<file path="src/rtl/assert_macros.svh">
// assertion macros shared by the divider, datapath and controller rtl files
// expects clk and rst_n in the scope where a macro is used
`ifndef ASSERT_MACROS_SVH
`define ASSERT_MACROS_SVH

// same-cycle implication
`define ASSERT_IMPL(lbl, ante, cons) \
    lbl: assert property (@(posedge clk) disable iff (!rst_n) (ante) |-> (cons)) \
        else $error("assertion failed");

// next-cycle implication
`define ASSERT_NEXT(lbl, ante, cons) \
    lbl: assert property (@(posedge clk) disable iff (!rst_n) (ante) |=> (cons)) \
        else $error("assertion failed");

`endif

</file>
<file path="src/rtl/dvpb_pkg.sv">
// types and constants for the delayed vibrato pitch bend block
// used by the interfaces, divider, datapath, controller and top level
package dvpb_pkg;

    localparam int unsigned FREQ_W  = 24;
    localparam int unsigned RATE_W  = 16;
    localparam int unsigned DEPTH_W = 15;
    localparam int unsigned SPAN_W  = 20;
    localparam int unsigned SR_W    = 18;
    localparam int unsigned AGE_W   = 22;

    localparam int unsigned DIV_NUM_W = 48;
    localparam int unsigned DIV_DEN_W = 20;
    localparam int unsigned DIV_CNT_W = $clog2(DIV_NUM_W);

    localparam logic [SR_W-1:0]   SR_RESET  = 18'd48000;
    localparam logic [13:0]       DEPTH_MAX = 14'd12000;
    localparam logic [16:0]       Q16_ONE   = 17'd65536;
    localparam logic [16:0]       SIN_A     = 17'd102944;
    localparam logic [16:0]       SIN_B     = 17'd42048;
    localparam logic [16:0]       SIN_C     = 17'd4640;
    localparam logic [16:0]       EXP_C1    = 17'd45426;
    localparam logic [16:0]       EXP_C2    = 17'd14904;
    localparam logic [16:0]       EXP_C3    = 17'd5206;
    // x / 1200 as ((x >> 4) * ceil(2^33 / 75)) >> 33, exact for x below 2^30
    localparam logic [26:0]       RECIP_75  = 27'd114532462;
    localparam logic [FREQ_W-1:0] OUT_MAX   = 24'hFFFFFF;

    typedef enum logic [4:0] {
        OP_NOP,
        OP_LOAD,
        OP_GSET,
        OP_GTAKE,
        OP_S1,
        OP_S2,
        OP_S3,
        OP_S4,
        OP_M1,
        OP_M2,
        OP_M3,
        OP_ETAKE,
        OP_X1,
        OP_X2,
        OP_X3,
        OP_X4,
        OP_PTAKE,
        OP_OUT
    } dvpb_op_t;

    typedef enum logic [1:0] {
        DSEL_GROWN,
        DSEL_PHASE
    } dvpb_dsel_t;

    typedef struct packed {
        dvpb_op_t   op;
        logic       div_start;
        dvpb_dsel_t div_sel;
    } dvpb_cmd_t;

    typedef struct packed {
        logic need_div;
        logic phase_go;
        logic div_done;
        logic out_busy;
    } dvpb_stat_t;

endpackage

</file>
<file path="src/rtl/dvpb_ifs.sv">
// valid/ready channel interfaces: input items, result items, config writes
// depends on dvpb_pkg for field widths
interface dvpb_in_if;
    logic                                  valid;
    logic                                  ready;
    logic                                  voice_start;
    logic [dvpb_pkg::FREQ_W-1:0]           in_freq;
    logic signed [dvpb_pkg::RATE_W-1:0]    lfo_rate;
    logic signed [dvpb_pkg::DEPTH_W-1:0]   depth_cents;
    logic [dvpb_pkg::SPAN_W-1:0]           hold_samples;
    logic [dvpb_pkg::SPAN_W-1:0]           rise_samples;
    modport source (output valid, voice_start, in_freq, lfo_rate, depth_cents,
                    hold_samples, rise_samples, input ready);
    modport sink (input valid, voice_start, in_freq, lfo_rate, depth_cents,
                  hold_samples, rise_samples, output ready);
endinterface

interface dvpb_out_if;
    logic                          valid;
    logic                          ready;
    logic [dvpb_pkg::FREQ_W-1:0]   out_freq;
    logic                          saturated;
    modport source (output valid, out_freq, saturated, input ready);
    modport sink (input valid, out_freq, saturated, output ready);
endinterface

interface dvpb_cfg_if;
    logic                        valid;
    logic                        ready;
    logic [dvpb_pkg::SR_W-1:0]   sample_rate;
    modport source (output valid, sample_rate, input ready);
    modport sink (input valid, sample_rate, output ready);
endinterface

</file>
<file path="src/rtl/delayed_vibrato_pitch_bend_top.sv">
// one item at a time: no new item is taken until the result of the last one is loaded;
// the rise ramp and the lfo phase step each add a division when they need one
// each division is a 48-step serial divide; the next item can be taken in the cycle
// after the result is loaded
// the result waits in an output register; only an unread one stalls the next
// rst_n clears phase, voice age and the output beat, and sets sample_rate to 48000
module delayed_vibrato_pitch_bend_top #(
    parameter int unsigned SPAN_BITS  = 20,
    parameter int unsigned PHASE_BITS = 32
) (
    input  logic        clk,
    input  logic        rst_n,
    dvpb_in_if.sink     in_ch,
    dvpb_out_if.source  out_ch,
    dvpb_cfg_if.sink    cfg_ch
);
    import dvpb_pkg::*;

    dvpb_cmd_t  cmd;
    dvpb_stat_t stat;
    logic       in_ready;

    assign in_ch.ready = in_ready;

    dvpb_ctrl u_ctrl (
        .clk      (clk),
        .rst_n    (rst_n),
        .in_valid (in_ch.valid),
        .in_ready (in_ready),
        .stat     (stat),
        .cmd      (cmd)
    );

    dvpb_datapath #(
        .SPAN_BITS  (SPAN_BITS),
        .PHASE_BITS (PHASE_BITS)
    ) u_dp (
        .clk          (clk),
        .rst_n        (rst_n),
        .cmd          (cmd),
        .stat         (stat),
        .voice_start  (in_ch.voice_start),
        .in_freq      (in_ch.in_freq),
        .lfo_rate     (in_ch.lfo_rate),
        .depth_cents  (in_ch.depth_cents),
        .hold_samples (in_ch.hold_samples),
        .rise_samples (in_ch.rise_samples),
        .cfg_ch       (cfg_ch),
        .out_ch       (out_ch)
    );

endmodule

</file>
<file path="src/rtl/dvpb_div.sv">
// serial restoring divider, one quotient bit per cycle
// depends on dvpb_pkg and assert_macros.svh
`include "assert_macros.svh"
module dvpb_div (
    input  logic                               clk,
    input  logic                               rst_n,
    input  logic                               start,
    input  logic [dvpb_pkg::DIV_NUM_W-1:0]     num,
    input  logic [dvpb_pkg::DIV_DEN_W-1:0]     den,
    output logic                               done,
    output logic [dvpb_pkg::DIV_NUM_W-1:0]     quot
);
    import dvpb_pkg::*;

    logic                   busy_reg, busy_next;
    logic                   done_reg, done_next;
    logic [DIV_CNT_W-1:0]   cnt_reg, cnt_next;
    logic [DIV_NUM_W-1:0]   num_reg, num_next;
    logic [DIV_DEN_W-1:0]   rem_reg, rem_next;
    logic [DIV_DEN_W-1:0]   den_reg, den_next;
    logic [DIV_DEN_W:0]     shifted;
    logic                   qbit;

    always_comb
    begin
        busy_next = busy_reg;
        done_next = 1'b0;
        cnt_next  = cnt_reg;
        num_next  = num_reg;
        rem_next  = rem_reg;
        den_next  = den_reg;
        shifted   = {rem_reg, num_reg[DIV_NUM_W-1]};
        qbit      = (shifted >= {1'b0, den_reg});
        if (start)
        begin
            busy_next = 1'b1;
            cnt_next  = DIV_CNT_W'(DIV_NUM_W - 1);
            num_next  = num;
            rem_next  = '0;
            den_next  = den;
        end
        else if (busy_reg)
        begin
            rem_next = qbit ? DIV_DEN_W'(shifted - {1'b0, den_reg})
                            : shifted[DIV_DEN_W-1:0];
            num_next = {num_reg[DIV_NUM_W-2:0], qbit};
            cnt_next = cnt_reg - 1'b1;
            if (cnt_reg == '0)
            begin
                busy_next = 1'b0;
                done_next = 1'b1;
            end
        end
    end

    always_ff @(posedge clk or negedge rst_n)
    begin
        if (!rst_n)
        begin
            busy_reg <= 1'b0;
            done_reg <= 1'b0;
            cnt_reg  <= '0;
        end
        else
        begin
            busy_reg <= busy_next;
            done_reg <= done_next;
            cnt_reg  <= cnt_next;
        end
    end

    always_ff @(posedge clk)
    begin
        num_reg <= num_next;
        rem_reg <= rem_next;
        den_reg <= den_next;
    end

    assign done = done_reg;
    assign quot = num_reg;

    `ASSERT_IMPL(a_start_idle, start, !busy_reg)
    `ASSERT_NEXT(a_done_once, done_reg, !done_reg)

endmodule

</file>
<file path="src/rtl/dvpb_datapath.sv">
// datapath: operand registers, shared multiplier, divider, output register
// depends on dvpb_pkg, dvpb_ifs, dvpb_div and assert_macros.svh
`include "assert_macros.svh"
module dvpb_datapath #(
    parameter int unsigned SPAN_BITS  = 20,
    parameter int unsigned PHASE_BITS = 32
) (
    input  logic                                 clk,
    input  logic                                 rst_n,
    input  dvpb_pkg::dvpb_cmd_t                  cmd,
    output dvpb_pkg::dvpb_stat_t                 stat,
    input  logic                                 voice_start,
    input  logic [dvpb_pkg::FREQ_W-1:0]          in_freq,
    input  logic signed [dvpb_pkg::RATE_W-1:0]   lfo_rate,
    input  logic signed [dvpb_pkg::DEPTH_W-1:0]  depth_cents,
    input  logic [dvpb_pkg::SPAN_W-1:0]          hold_samples,
    input  logic [dvpb_pkg::SPAN_W-1:0]          rise_samples,
    dvpb_cfg_if.sink                             cfg_ch,
    dvpb_out_if.source                           out_ch
);
    import dvpb_pkg::*;

    localparam logic [SPAN_W-1:0] SPAN_MAX = (SPAN_BITS >= SPAN_W) ? {SPAN_W{1'b1}}
                                           : SPAN_W'((64'd1 << SPAN_BITS) - 64'd1);

    // control and architectural state
    logic [SR_W-1:0]        sr_reg;
    logic [PHASE_BITS-1:0]  phase_reg, phase_next;
    logic [AGE_W-1:0]       age_reg, age_next;
    logic                   out_valid_reg, out_valid_next;

    // operand registers
    logic [FREQ_W-1:0]        freq_reg;
    logic [RATE_W-1:0]        rate_abs_reg;
    logic                     rate_neg_reg;
    logic [13:0]              dep_abs_reg;
    logic                     dep_neg_reg;
    logic [SPAN_W-1:0]        hold_reg, rise_reg, diff_reg;
    logic                     need_div_reg, phase_go_reg;
    logic [16:0]              grown_reg, u_reg, u2_reg, t_reg, s_reg, x_reg;
    logic [1:0]               quad_reg;
    logic [31:0]              m_reg;
    logic [19:0]              q_reg;
    logic [4:0]               k_reg;
    logic [15:0]              f_reg;
    logic [41:0]              prod_reg;
    logic [FREQ_W-1:0]        out_freq_reg;
    logic                     sat_reg;

    logic [31:0]              mul_a, mul_b;
    logic [63:0]              mul_p;

    logic                     div_done;
    logic [DIV_NUM_W-1:0]     div_num, div_quot;
    logic [DIV_DEN_W-1:0]     div_den;

    logic [SPAN_W-1:0]        hold_cl, rise_cl;
    logic [DEPTH_W-1:0]       dep_mag;
    logic [AGE_W-1:0]         diff_full;
    logic                     bending;
    logic [31:0]              p32;
    logic signed [20:0]       e_val;
    logic signed [6:0]        amt_s;
    logic [51:0]              wide, shifted;

    dvpb_div u_div (
        .clk   (clk),
        .rst_n (rst_n),
        .start (cmd.div_start),
        .num   (div_num),
        .den   (div_den),
        .done  (div_done),
        .quot  (div_quot)
    );

    always_comb
    begin
        case (cmd.div_sel)
            DSEL_GROWN:
            begin
                div_num = DIV_NUM_W'({diff_reg, 16'd0});
                div_den = rise_reg;
            end
            DSEL_PHASE:
            begin
                div_num = DIV_NUM_W'(rate_abs_reg) << (PHASE_BITS - 8);
                div_den = DIV_DEN_W'(sr_reg);
            end
            default:
            begin
                div_num = '0;
                div_den = '0;
            end
        endcase
    end

    // shared multiplier operand select
    always_comb
    begin
        mul_a = '0;
        mul_b = '0;
        case (cmd.op)
            OP_S1:   begin mul_a = 32'(u_reg);            mul_b = 32'(u_reg);   end
            OP_S2:   begin mul_a = 32'(SIN_C);            mul_b = 32'(u2_reg);  end
            OP_S3:   begin mul_a = 32'(SIN_B - t_reg);    mul_b = 32'(u2_reg);  end
            OP_S4:   begin mul_a = 32'(SIN_A - t_reg);    mul_b = 32'(u_reg);   end
            OP_M1:   begin mul_a = 32'(dep_abs_reg);      mul_b = 32'(grown_reg); end
            OP_M2:   begin mul_a = m_reg;                 mul_b = 32'(s_reg);   end
            OP_M3:   begin mul_a = 32'(m_reg[31:4]);      mul_b = 32'(RECIP_75); end
            OP_X1:   begin mul_a = 32'(EXP_C3);           mul_b = 32'(f_reg);   end
            OP_X2:   begin mul_a = 32'(EXP_C2 + x_reg);   mul_b = 32'(f_reg);   end
            OP_X3:   begin mul_a = 32'(EXP_C1 + x_reg);   mul_b = 32'(f_reg);   end
            OP_X4:   begin mul_a = 32'(freq_reg);         mul_b = 32'({1'b0, Q16_ONE} + 18'(x_reg)); end
            default: begin mul_a = '0;                    mul_b = '0;           end
        endcase
        mul_p = 64'(mul_a) * 64'(mul_b);
    end

    always_comb
    begin
        hold_cl   = (hold_samples > SPAN_MAX) ? SPAN_MAX : hold_samples;
        rise_cl   = (rise_samples > SPAN_MAX) ? SPAN_MAX : rise_samples;
        dep_mag   = depth_cents[DEPTH_W-1] ? DEPTH_W'(-depth_cents) : DEPTH_W'(depth_cents);
        bending   = (age_reg >= AGE_W'(hold_reg));
        diff_full = age_reg - AGE_W'(hold_reg);
        p32       = 32'(phase_reg) << (32 - PHASE_BITS);
        e_val     = (dep_neg_reg ^ quad_reg[1]) ? -$signed({1'b0, q_reg})
                                                :  $signed({1'b0, q_reg});
        // 2^k with k in -10..10: left-align then shift right by 26-k
        amt_s     = 7'sd26 - {{2{k_reg[4]}}, k_reg};
        wide      = {prod_reg, 10'd0};
        shifted   = wide >> amt_s[5:0];
    end

    always_comb
    begin
        phase_next     = phase_reg;
        age_next       = age_reg;
        out_valid_next = out_valid_reg;
        if (out_ch.valid && out_ch.ready)
            out_valid_next = 1'b0;
        case (cmd.op)
            OP_LOAD:
            begin
                if (voice_start)
                begin
                    phase_next = '0;
                    age_next   = '0;
                end
            end
            OP_PTAKE:
            begin
                if (rate_neg_reg)
                    phase_next = phase_reg - div_quot[PHASE_BITS-1:0];
                else
                    phase_next = phase_reg + div_quot[PHASE_BITS-1:0];
            end
            OP_OUT:
            begin
                out_valid_next = 1'b1;
                if (age_reg < AGE_W'(hold_reg) + AGE_W'(rise_reg))
                    age_next = age_reg + 1'b1;
            end
            default:
            begin
                phase_next = phase_reg;
            end
        endcase
    end

    always_ff @(posedge clk or negedge rst_n)
    begin
        if (!rst_n)
        begin
            sr_reg        <= SR_RESET;
            phase_reg     <= '0;
            age_reg       <= '0;
            out_valid_reg <= 1'b0;
        end
        else
        begin
            if (cfg_ch.valid)
                sr_reg <= cfg_ch.sample_rate;
            phase_reg     <= phase_next;
            age_reg       <= age_next;
            out_valid_reg <= out_valid_next;
        end
    end

    always_ff @(posedge clk)
    begin
        case (cmd.op)
            OP_LOAD:
            begin
                freq_reg     <= in_freq;
                rate_abs_reg <= lfo_rate[RATE_W-1] ? RATE_W'(-lfo_rate) : RATE_W'(lfo_rate);
                rate_neg_reg <= lfo_rate[RATE_W-1];
                dep_abs_reg  <= (dep_mag > DEPTH_W'(DEPTH_MAX)) ? DEPTH_MAX : dep_mag[13:0];
                dep_neg_reg  <= depth_cents[DEPTH_W-1];
                hold_reg     <= hold_cl;
                rise_reg     <= rise_cl;
            end
            OP_GSET:
            begin
                diff_reg     <= diff_full[SPAN_W-1:0];
                need_div_reg <= 1'b0;
                phase_go_reg <= bending && (sr_reg != '0);
                if (!bending)
                    grown_reg <= '0;
                else if (rise_reg == '0 || diff_full >= AGE_W'(rise_reg))
                    grown_reg <= Q16_ONE;
                else
                    need_div_reg <= 1'b1;
                quad_reg <= p32[31:30];
                u_reg    <= p32[30] ? Q16_ONE - 17'(p32[29:14]) : 17'(p32[29:14]);
            end
            OP_GTAKE: grown_reg <= div_quot[16:0];
            OP_S1:    u2_reg    <= mul_p[32:16];
            OP_S2:    t_reg     <= mul_p[32:16];
            OP_S3:    t_reg     <= mul_p[32:16];
            OP_S4:    s_reg     <= mul_p[32:16];
            OP_M1:    m_reg     <= mul_p[31:0];
            OP_M2:    m_reg     <= mul_p[47:16];
            OP_M3:    q_reg     <= mul_p[52:33];
            OP_ETAKE:
            begin
                k_reg <= e_val[20:16];
                f_reg <= e_val[15:0];
            end
            OP_X1:    x_reg     <= mul_p[32:16];
            OP_X2:    x_reg     <= mul_p[32:16];
            OP_X3:    x_reg     <= mul_p[32:16];
            OP_X4:    prod_reg  <= mul_p[41:0];
            OP_OUT:
            begin
                sat_reg      <= |shifted[51:FREQ_W];
                out_freq_reg <= (|shifted[51:FREQ_W]) ? OUT_MAX : shifted[FREQ_W-1:0];
            end
            default:
            begin
                sat_reg <= sat_reg;
            end
        endcase
    end

    assign cfg_ch.ready    = 1'b1;
    assign out_ch.valid    = out_valid_reg;
    assign out_ch.out_freq = out_freq_reg;
    assign out_ch.saturated = sat_reg;

    assign stat.need_div = need_div_reg;
    assign stat.phase_go = phase_go_reg;
    assign stat.div_done = div_done;
    assign stat.out_busy = out_valid_reg && !out_ch.ready;

    `ASSERT_IMPL(a_no_overwrite, cmd.op == OP_OUT, !(out_valid_reg && !out_ch.ready))
    `ASSERT_IMPL(a_grown_cap, cmd.op == OP_M1, grown_reg <= Q16_ONE)

endmodule

</file>
<file path="src/rtl/dvpb_ctrl.sv">
// controller: sequences the datapath micro-operations for one item
// depends on dvpb_pkg and assert_macros.svh
`include "assert_macros.svh"
module dvpb_ctrl (
    input  logic                  clk,
    input  logic                  rst_n,
    input  logic                  in_valid,
    output logic                  in_ready,
    input  dvpb_pkg::dvpb_stat_t  stat,
    output dvpb_pkg::dvpb_cmd_t   cmd
);
    import dvpb_pkg::*;

    typedef enum logic [4:0] {
        S_IDLE, S_GSET, S_GCHK, S_GWAIT, S_GTAKE,
        S_S1, S_S2, S_S3, S_S4, S_M1, S_M2, S_M3,
        S_ETAKE,
        S_X1, S_X2, S_X3, S_X4,
        S_PCHK, S_PWAIT, S_PTAKE, S_OUT
    } state_t;

    state_t state_reg, state_next;

    always_comb
    begin
        state_next    = state_reg;
        cmd.op        = OP_NOP;
        cmd.div_start = 1'b0;
        cmd.div_sel   = DSEL_GROWN;
        case (state_reg)
            S_IDLE:
            begin
                if (in_valid)
                begin
                    cmd.op     = OP_LOAD;
                    state_next = S_GSET;
                end
            end
            S_GSET:  begin cmd.op = OP_GSET; state_next = S_GCHK; end
            S_GCHK:
            begin
                if (stat.need_div)
                begin
                    cmd.div_start = 1'b1;
                    state_next    = S_GWAIT;
                end
                else
                    state_next = S_S1;
            end
            S_GWAIT: if (stat.div_done) state_next = S_GTAKE;
            S_GTAKE: begin cmd.op = OP_GTAKE; state_next = S_S1; end
            S_S1:    begin cmd.op = OP_S1; state_next = S_S2; end
            S_S2:    begin cmd.op = OP_S2; state_next = S_S3; end
            S_S3:    begin cmd.op = OP_S3; state_next = S_S4; end
            S_S4:    begin cmd.op = OP_S4; state_next = S_M1; end
            S_M1:    begin cmd.op = OP_M1; state_next = S_M2; end
            S_M2:    begin cmd.op = OP_M2; state_next = S_M3; end
            // divide by 1200 through the reciprocal product
            S_M3:    begin cmd.op = OP_M3; state_next = S_ETAKE; end
            S_ETAKE: begin cmd.op = OP_ETAKE; state_next = S_X1; end
            S_X1:    begin cmd.op = OP_X1; state_next = S_X2; end
            S_X2:    begin cmd.op = OP_X2; state_next = S_X3; end
            S_X3:    begin cmd.op = OP_X3; state_next = S_X4; end
            S_X4:    begin cmd.op = OP_X4; state_next = S_PCHK; end
            S_PCHK:
            begin
                cmd.div_sel = DSEL_PHASE;
                if (stat.phase_go)
                begin
                    cmd.div_start = 1'b1;
                    state_next    = S_PWAIT;
                end
                else
                    state_next = S_OUT;
            end
            S_PWAIT:
            begin
                cmd.div_sel = DSEL_PHASE;
                if (stat.div_done)
                    state_next = S_PTAKE;
            end
            S_PTAKE: begin cmd.op = OP_PTAKE; state_next = S_OUT; end
            S_OUT:
            begin
                // wait for room in the output register
                if (!stat.out_busy)
                begin
                    cmd.op     = OP_OUT;
                    state_next = S_IDLE;
                end
            end
            default: state_next = S_IDLE;
        endcase
    end

    always_ff @(posedge clk or negedge rst_n)
    begin
        if (!rst_n)
            state_reg <= S_IDLE;
        else
            state_reg <= state_next;
    end

    assign in_ready = (state_reg == S_IDLE);

    `ASSERT_NEXT(a_one_item, in_valid && in_ready, !in_ready)
    `ASSERT_IMPL(a_div_wait, state_reg == S_GWAIT || state_reg == S_PWAIT, cmd.op == OP_NOP)

endmodule

</file>
<file path="src/flat_wrapper.sv">
// flat-port wrapper written by rule: the top's interface ports become plain ports
module delayed_vibrato_pitch_bend_top_flat import dvpb_pkg::*;
#(
    parameter int unsigned SPAN_BITS  = 20,
    parameter int unsigned PHASE_BITS = 32
)
  (clk, rst_n, in_ch_valid, in_ch_voice_start, in_ch_in_freq, in_ch_lfo_rate, in_ch_depth_cents, in_ch_hold_samples, in_ch_rise_samples, in_ch_ready, out_ch_valid, out_ch_out_freq, out_ch_saturated, out_ch_ready, cfg_ch_valid, cfg_ch_sample_rate, cfg_ch_ready);
  dvpb_in_if in_ch_i ();
  dvpb_out_if out_ch_i ();
  dvpb_cfg_if cfg_ch_i ();
  input  logic clk;
  input  logic rst_n;
  input wire logic [$bits(in_ch_i.valid)-1:0] in_ch_valid;
  input wire logic [$bits(in_ch_i.voice_start)-1:0] in_ch_voice_start;
  input wire logic [$bits(in_ch_i.in_freq)-1:0] in_ch_in_freq;
  input wire logic [$bits(in_ch_i.lfo_rate)-1:0] in_ch_lfo_rate;
  input wire logic [$bits(in_ch_i.depth_cents)-1:0] in_ch_depth_cents;
  input wire logic [$bits(in_ch_i.hold_samples)-1:0] in_ch_hold_samples;
  input wire logic [$bits(in_ch_i.rise_samples)-1:0] in_ch_rise_samples;
  output wire logic [$bits(in_ch_i.ready)-1:0] in_ch_ready;
  output wire logic [$bits(out_ch_i.valid)-1:0] out_ch_valid;
  output wire logic [$bits(out_ch_i.out_freq)-1:0] out_ch_out_freq;
  output wire logic [$bits(out_ch_i.saturated)-1:0] out_ch_saturated;
  input wire logic [$bits(out_ch_i.ready)-1:0] out_ch_ready;
  input wire logic [$bits(cfg_ch_i.valid)-1:0] cfg_ch_valid;
  input wire logic [$bits(cfg_ch_i.sample_rate)-1:0] cfg_ch_sample_rate;
  output wire logic [$bits(cfg_ch_i.ready)-1:0] cfg_ch_ready;
  assign in_ch_i.valid = in_ch_valid;
  assign in_ch_i.voice_start = in_ch_voice_start;
  assign in_ch_i.in_freq = in_ch_in_freq;
  assign in_ch_i.lfo_rate = in_ch_lfo_rate;
  assign in_ch_i.depth_cents = in_ch_depth_cents;
  assign in_ch_i.hold_samples = in_ch_hold_samples;
  assign in_ch_i.rise_samples = in_ch_rise_samples;
  assign in_ch_ready = in_ch_i.ready;
  assign out_ch_valid = out_ch_i.valid;
  assign out_ch_out_freq = out_ch_i.out_freq;
  assign out_ch_saturated = out_ch_i.saturated;
  assign out_ch_i.ready = out_ch_ready;
  assign cfg_ch_i.valid = cfg_ch_valid;
  assign cfg_ch_i.sample_rate = cfg_ch_sample_rate;
  assign cfg_ch_ready = cfg_ch_i.ready;
  delayed_vibrato_pitch_bend_top #(.SPAN_BITS(SPAN_BITS), .PHASE_BITS(PHASE_BITS)) u_core (.clk(clk), .rst_n(rst_n), .in_ch(in_ch_i), .out_ch(out_ch_i), .cfg_ch(cfg_ch_i));
endmodule
</file>
<file path="config.mk">
export PLATFORM = sky130hd
export DESIGN_NAME = delayed_vibrato_pitch_bend_top_flat
export DESIGN_NICKNAME = d
export VERILOG_FILES = /design/src/rtl/dvpb_pkg.sv /design/src/rtl/dvpb_ifs.sv /design/src/rtl/delayed_vibrato_pitch_bend_top.sv /design/src/rtl/dvpb_div.sv /design/src/rtl/dvpb_datapath.sv /design/src/rtl/dvpb_ctrl.sv /design/src/flat_wrapper.sv
export VERILOG_INCLUDE_DIRS = /design/src /design/src/rtl
export SDC_FILE = /design/constraint.sdc
export NUM_CORES = 2
export LEC_CHECK = 0
export ABC_AREA = 0
export BUFFER_PORTS_ARGS = -buffer_cell sky130_fd_sc_hd__buf_2
export CAP_MARGIN = 10
export CORE_MARGIN = 5
export CORE_UTILIZATION = 50
export CTS_CLUSTER_SIZE = 10
export DETAILED_ROUTE_END_ITERATION = 7
export PLACE_DENSITY = 0.69
export SYNTH_ARGS = -nofsm -noshare
export SYNTH_HDL_FRONTEND = slang
export SYNTH_SLANG_ARGS = --single-unit
</file>
<file path="constraint.sdc">
create_clock -name clk -period 30 [get_ports clk]
set_clock_uncertainty 0.1 [all_clocks]
set_input_delay 7.5 -clock clk [delete_from_list [all_inputs] [get_ports clk]]
set_output_delay 7.5 -clock clk [all_outputs]
set_load 0.02 [all_outputs]
</file>
# Word level (Yosys, flattened, before mapping)
# Cells that the tools add are included.
# word_totals
ff_bits,536
latch_bits,0
ramBits,0
romBits,0
in_bits,119
output_inout_bits,28
word_cells,181
memories,0
# op_classes
n_addsub,17
mul,1
n_div,0
n_lt_le_gt_ge,7
eq_ne,45
n_shift,1
mux,46
bitwise_logic,1
n_reduce_logical,25
# op_table
operator,count
$pmux 32 s11,1
$pmux 27 s7,1
$pmux 32 s2,2
$pmux 5 s21,1
$mux 48,2
$pmux 5 s17,1
$eq 5x4->1 const B,16
$pmux 40 s2,1
$mux 32,2
$mul 32x32->53,1
$shr 52x6->52,1
$ge 22x20->1,2
$mux 22,2
$pmux 22 s2,1
$eq 5x3->1 const B,8
$gt 20x20->1 const B,2
$mux 20,2
$pmux 20 s2,1
$eq 5x5->1 const B,7
$mux 17,2
$pmux 17 s2,1
$add 32x32->32,1
$sub 32x32->32,1
$mux 15,2
other kinds (45),82

# Longest topological paths before layout
# depth
depth_word,9
mapped_depth,41
ltp_nobuf,38

# Hierarchy
# Synthesis repeated with hierarchy kept, for this count alone.
# unflattened
hier_cells,5934
area_unflattened_um2,56337.8
# modules_own_cells
module,n_inst,cells_per_inst,area_per_inst_um2
dvpb_datapath,1,5415,50514.7
dvpb_div,1,443,5250.0
dvpb_ctrl,1,76,573.0

# Least setup slack after synthesis
# Ideal clock, no wire load.
# synth_path
path_type,input port to flip-flop
startpoint,input out_ch_ready
endpoint,register u_core.u_dp.m_reg[28] (data pin)
setup_ps,260
arrival_time_ps,16433
setup_slack_ps,13207
path_stages,34
n_path_buf,4
cell_sequence,nand2b_1 -> nor2b_1 -> clkbuf_1 -> a21oi_2 -> o21ai_1 -> buf_2 -> nand2_1 -> o211ai_2 -> buf_2 -> nand2_1 -> fa_1 -> inv_1 -> fa_1 -> inv_1 -> fa_1 -> fa_1 -> fa_1 -> inv_1 -> fa_1 -> inv_1 -> fa_1 -> inv_1 -> ha_1 -> clkbuf_1 -> nand3_1 -> or2_2 -> nor4_2 -> o311ai_2 -> a31o_2 -> o311ai_4 -> a31o_1 -> a21oi_2 -> xnor2_1 -> mux2_2
# synth_between
elab_chain_len,9
# synth_rtl
element,line,text
from (decl),flat_wrapper.sv:24,input wire logic [$bits(out_ch_i.ready)-1:0] out_ch_ready;
$logic_not 1->1 (*),dvpb_datapath.sv:254,assign stat.out_busy = out_valid_reg && !out_ch.ready;
$logic_and 1x1->1 (*),dvpb_datapath.sv:254,
$mux 5 (*),dvpb_ctrl.sv:86,if (!stat.out_busy)
$pmux 5 s17 (*),dvpb_ctrl.sv:30,case (state_reg)
$eq 5x4->1 / $eq 5x3->1 (equally long branches),dvpb_datapath.sv:102,case (cmd.op)
$reduce_or 3->1 (no source line) / $reduce_or 2->1 (equally long branches),--,
$pmux 27 s7,dvpb_datapath.sv:102,
$mul 32x32->53 (*),dvpb_datapath.sv:116,mul_p = 64'(mul_a) * 64'(mul_b);
via u_core.u_dp.mul_p[44],dvpb_datapath.sv:51,logic [63:0] mul_p;
$pmux 32 s2 (*),dvpb_datapath.sv:192,case (cmd.op)
to (signal assigned),dvpb_datapath.sv:222,OP_M1: m_reg <= mul_p[31:0];
to (signal assigned),dvpb_datapath.sv:223,OP_M2: m_reg <= mul_p[47:16];
to (decl),dvpb_datapath.sv:42,logic [31:0] m_reg;
# Mark *: on every way through the listed nets, which the timed path passes. The rest lies on a longest branch.
# A chain may end at the register's enable or synchronous reset.

# Worst setup path after layout
# layout_path
startpoint,input out_ch_ready
endpoint,register u_core.u_dp.m_reg[29] (data pin)
# The elaborated chain is that of the path after synthesis.

==> out/metrics.cfg <==
[worst_setup_path]
cp.arrival_ns = 17.68
cp_slowest_stage_delay_ns = 0.61
reg2reg_slack_ns = 18.11
cp-end-kind = register
start_kind = primary input
cp_max_fo = 36
cp_slowest_cell = nand3_1
worst-endpoint-required_ns = 30.30
crit_top_cell = fa_1
path_class = in -> reg

[global_routing]
grt_pass1_wl_mm = 251.5
grt.overflow.total = 0
grt_max_degree = 80
grt_antenna_before_repair = 4
first_global_vias = 42748
grt_usage_pct = 27.96

[routing]
viasPerCell = 5.774
wl_per_cell_um = 22.17
drtPass1Iterations = 7
initialDrtViolationCount = 4509
drc = 0
wirelength_mm = 164.3
drtAntennaViolNets = 0
vias = 42804

[cts]
clockBufferDepth = 3
cts_tree = built
cts_buffers = 68
clkSinkCount = 535
cts_hold_buf = 0
clk_latency_ns = 0.66
cts-root-buf = clkbuf_16
path_clk_slew_ns = 0.05
cts_post_setup_buffers_inserted = 0
post_cts_resized = 0
htreeDepth = 3

[sta]
period_minus_slack_ns = 17.38
post-route-period-util_pct = 57.92
slew_violations = 0
max_freq_mhz = 57.55
setup_viol = 0
slew_headroom_pct = 13.58
tns_ns = 0
tightest_slew_ns = 1.287
finalHoldViolCount = 0
grt_setup_unrepaired = false

[worst_hold_path]
hp-class = reg -> reg

[die]
core_sq_um = 109200
die_w_um = 342.1
dieArea_sq_um = 117000
pin_count = 147
fp.dieH_um = 342.1
start_util_pct = 50.52
rows = 121

[pwr]
clockPowerShare_pct = 48.2
leakage_nw = 26.56
p_per_area_nw_per_um2 = 27.27
p_seq_share_pct = 49.4
power.internal_w = 0.001262
switching_share_pct = 22.26
pwr-share-comb_pct = 2.4
p_switching_w = 0.0003613
peakVddDrop_v = 0.00004715

[final_layout]
syn_to_final_growth_pct = 7.934
nets = 6982
final_layout_size_suffix_gt1_share_pct = 8.121
final_util_pct = 54.53
largest_register_ffs = 48

[placed_design]
portBuffers = 145
dp_hpwl_mm = 127.1
gp_congestion = 0.9597

[logic_synthesis]
ys_warn_count = 0
yosysSeqAreaShare_pct = 28.01
synth_seq_cells = 535
synthCells = 5848
synth_edf_count = 429
synth_area_leaders = edfxtp_1, fa_1, ha_1
synthFlopType = edfxtp_1
synth_top_cell_by_area = edfxtp_1
async_reset_ff_share_pct = 16.07
yosysUniqueCellTypes = 103
syn_avg_cell_area_sq_um = 9.430
synth_top_cells_by_count = inv_1, nand2_1, fa_1
synth_top_area_share_pct = 23.36
netlist_area_sq_um = 55150
yosysMostFrequentCell = inv_1

[outcome]
status = complete, no violations

[job]
cap_violations = 0

[placed cells by master (no fill, tap or decap), drive strengths merged, types with 95 or more instances in the layout]
cell type     n
edfxtp      429
nor2        425
nand3        98
xnor2       174
clkbuf      104
inv        1031
fa          617
mux2i        95
a21oi       274
buf         237
nand2       727
ha          361
and2         99
o21ai       252
[worst max-delay path, delay by kind of cell]
family | cells | cell delay [ns]
fa+ha+maj | 8 | 3.74
compound gates | 10 | 2.87
buf+inv | 8 | 1.60
simple gates | 6 | 1.51
mux | 1 | 0.27
xor+xnor | 1 | 0.16
[layout make-up]
type	instances	area [sq um]
tap	1476	1847
antenna	2	5.005
timing repair buffer	237	1419
fill	9680	49640
multi-input combinational	4016	34850
inverter	1027	3855
clock inverter	16	230.2
sequential	535	15440
clock buffer	104	1868
[metrics by stage]
step           hold WS [ns]  power [W]  cell area [sq um]  cells  worst slack [ns]
2_1_floorplan        0.3435  0.0008383              55180   5858             13.21
3_3_place_gp         0.3587  0.0008543              57410   7290             12.26
3_5_place_dp         0.3665  0.0008554              57410   7290             12.15
4_1_cts              0.3767   0.001635              59510   7410             12.81
5_1_grt              0.4074   0.001671              59520   7412             12.13
6_report             0.3760   0.001623              59520   7413             12.62
[power groups by stage]
stage                     Sequential (W)  Clock [W]  Combinational (W)
after global routing            0.000802   0.000826          0.0000436
after floorplan                 0.000816          0          0.0000226
after detailed placement        0.000817          0          0.0000384
after global placement          0.000817          0          0.0000374
final                           0.000802   0.000783          0.0000382
after CTS                       0.000802   0.000794          0.0000388
[worst paths after layout]
kind	start	end	cells after the start
worst max-delay path	out_ch_ready	u_core.u_dp.m_reg[29]$_DFFE_PP_	34
worst min-delay path	u_core.u_dp.u_div.rem_reg[19]$_SDFFE_PP0P_	u_core.u_dp.u_div.rem_reg[19]$_SDFFE_PP0P_	2
worst max register to register	u_core.u_ctrl.state_reg[2]$_DFFE_PN0P_	u_core.u_dp.m_reg[29]$_DFFE_PP_	34
worst min register to register	u_core.u_dp.u_div.rem_reg[19]$_SDFFE_PP0P_	u_core.u_dp.u_div.rem_reg[19]$_SDFFE_PP0P_	2
max in group asynchronous	rst_n	u_core.u_dp.p32[23]$_DFFE_PN0P_	2
min in group asynchronous	rst_n	u_core.u_dp.sr_reg[0]$_DFFE_PN0P_	1
[per-layer routing]
layer	wire length (um)	GRT usage (%)	up-vias
met3	15440	6.104	473
met1	63610	36.38	20999
li1	-	-	19245
met2	75330	44.80	2085
met4	9948	13.14	2
met5	18	0	-
[logic make-up (layout without fill, tap and decap cells)]
kind of cell	Yosys count	in the layout	synth area share (%)
other cells	2	14	0.01362
fa+ha+maj	978	978	30.59
buf+inv	1307	1384	9.137
mux	156	156	3.358
xor+xnor	260	260	4.157
compound gates	946	946	11.27
flops	535	535	28.01
simple gates	1664	1664	13.47
(Power assumes the default switching activity.)
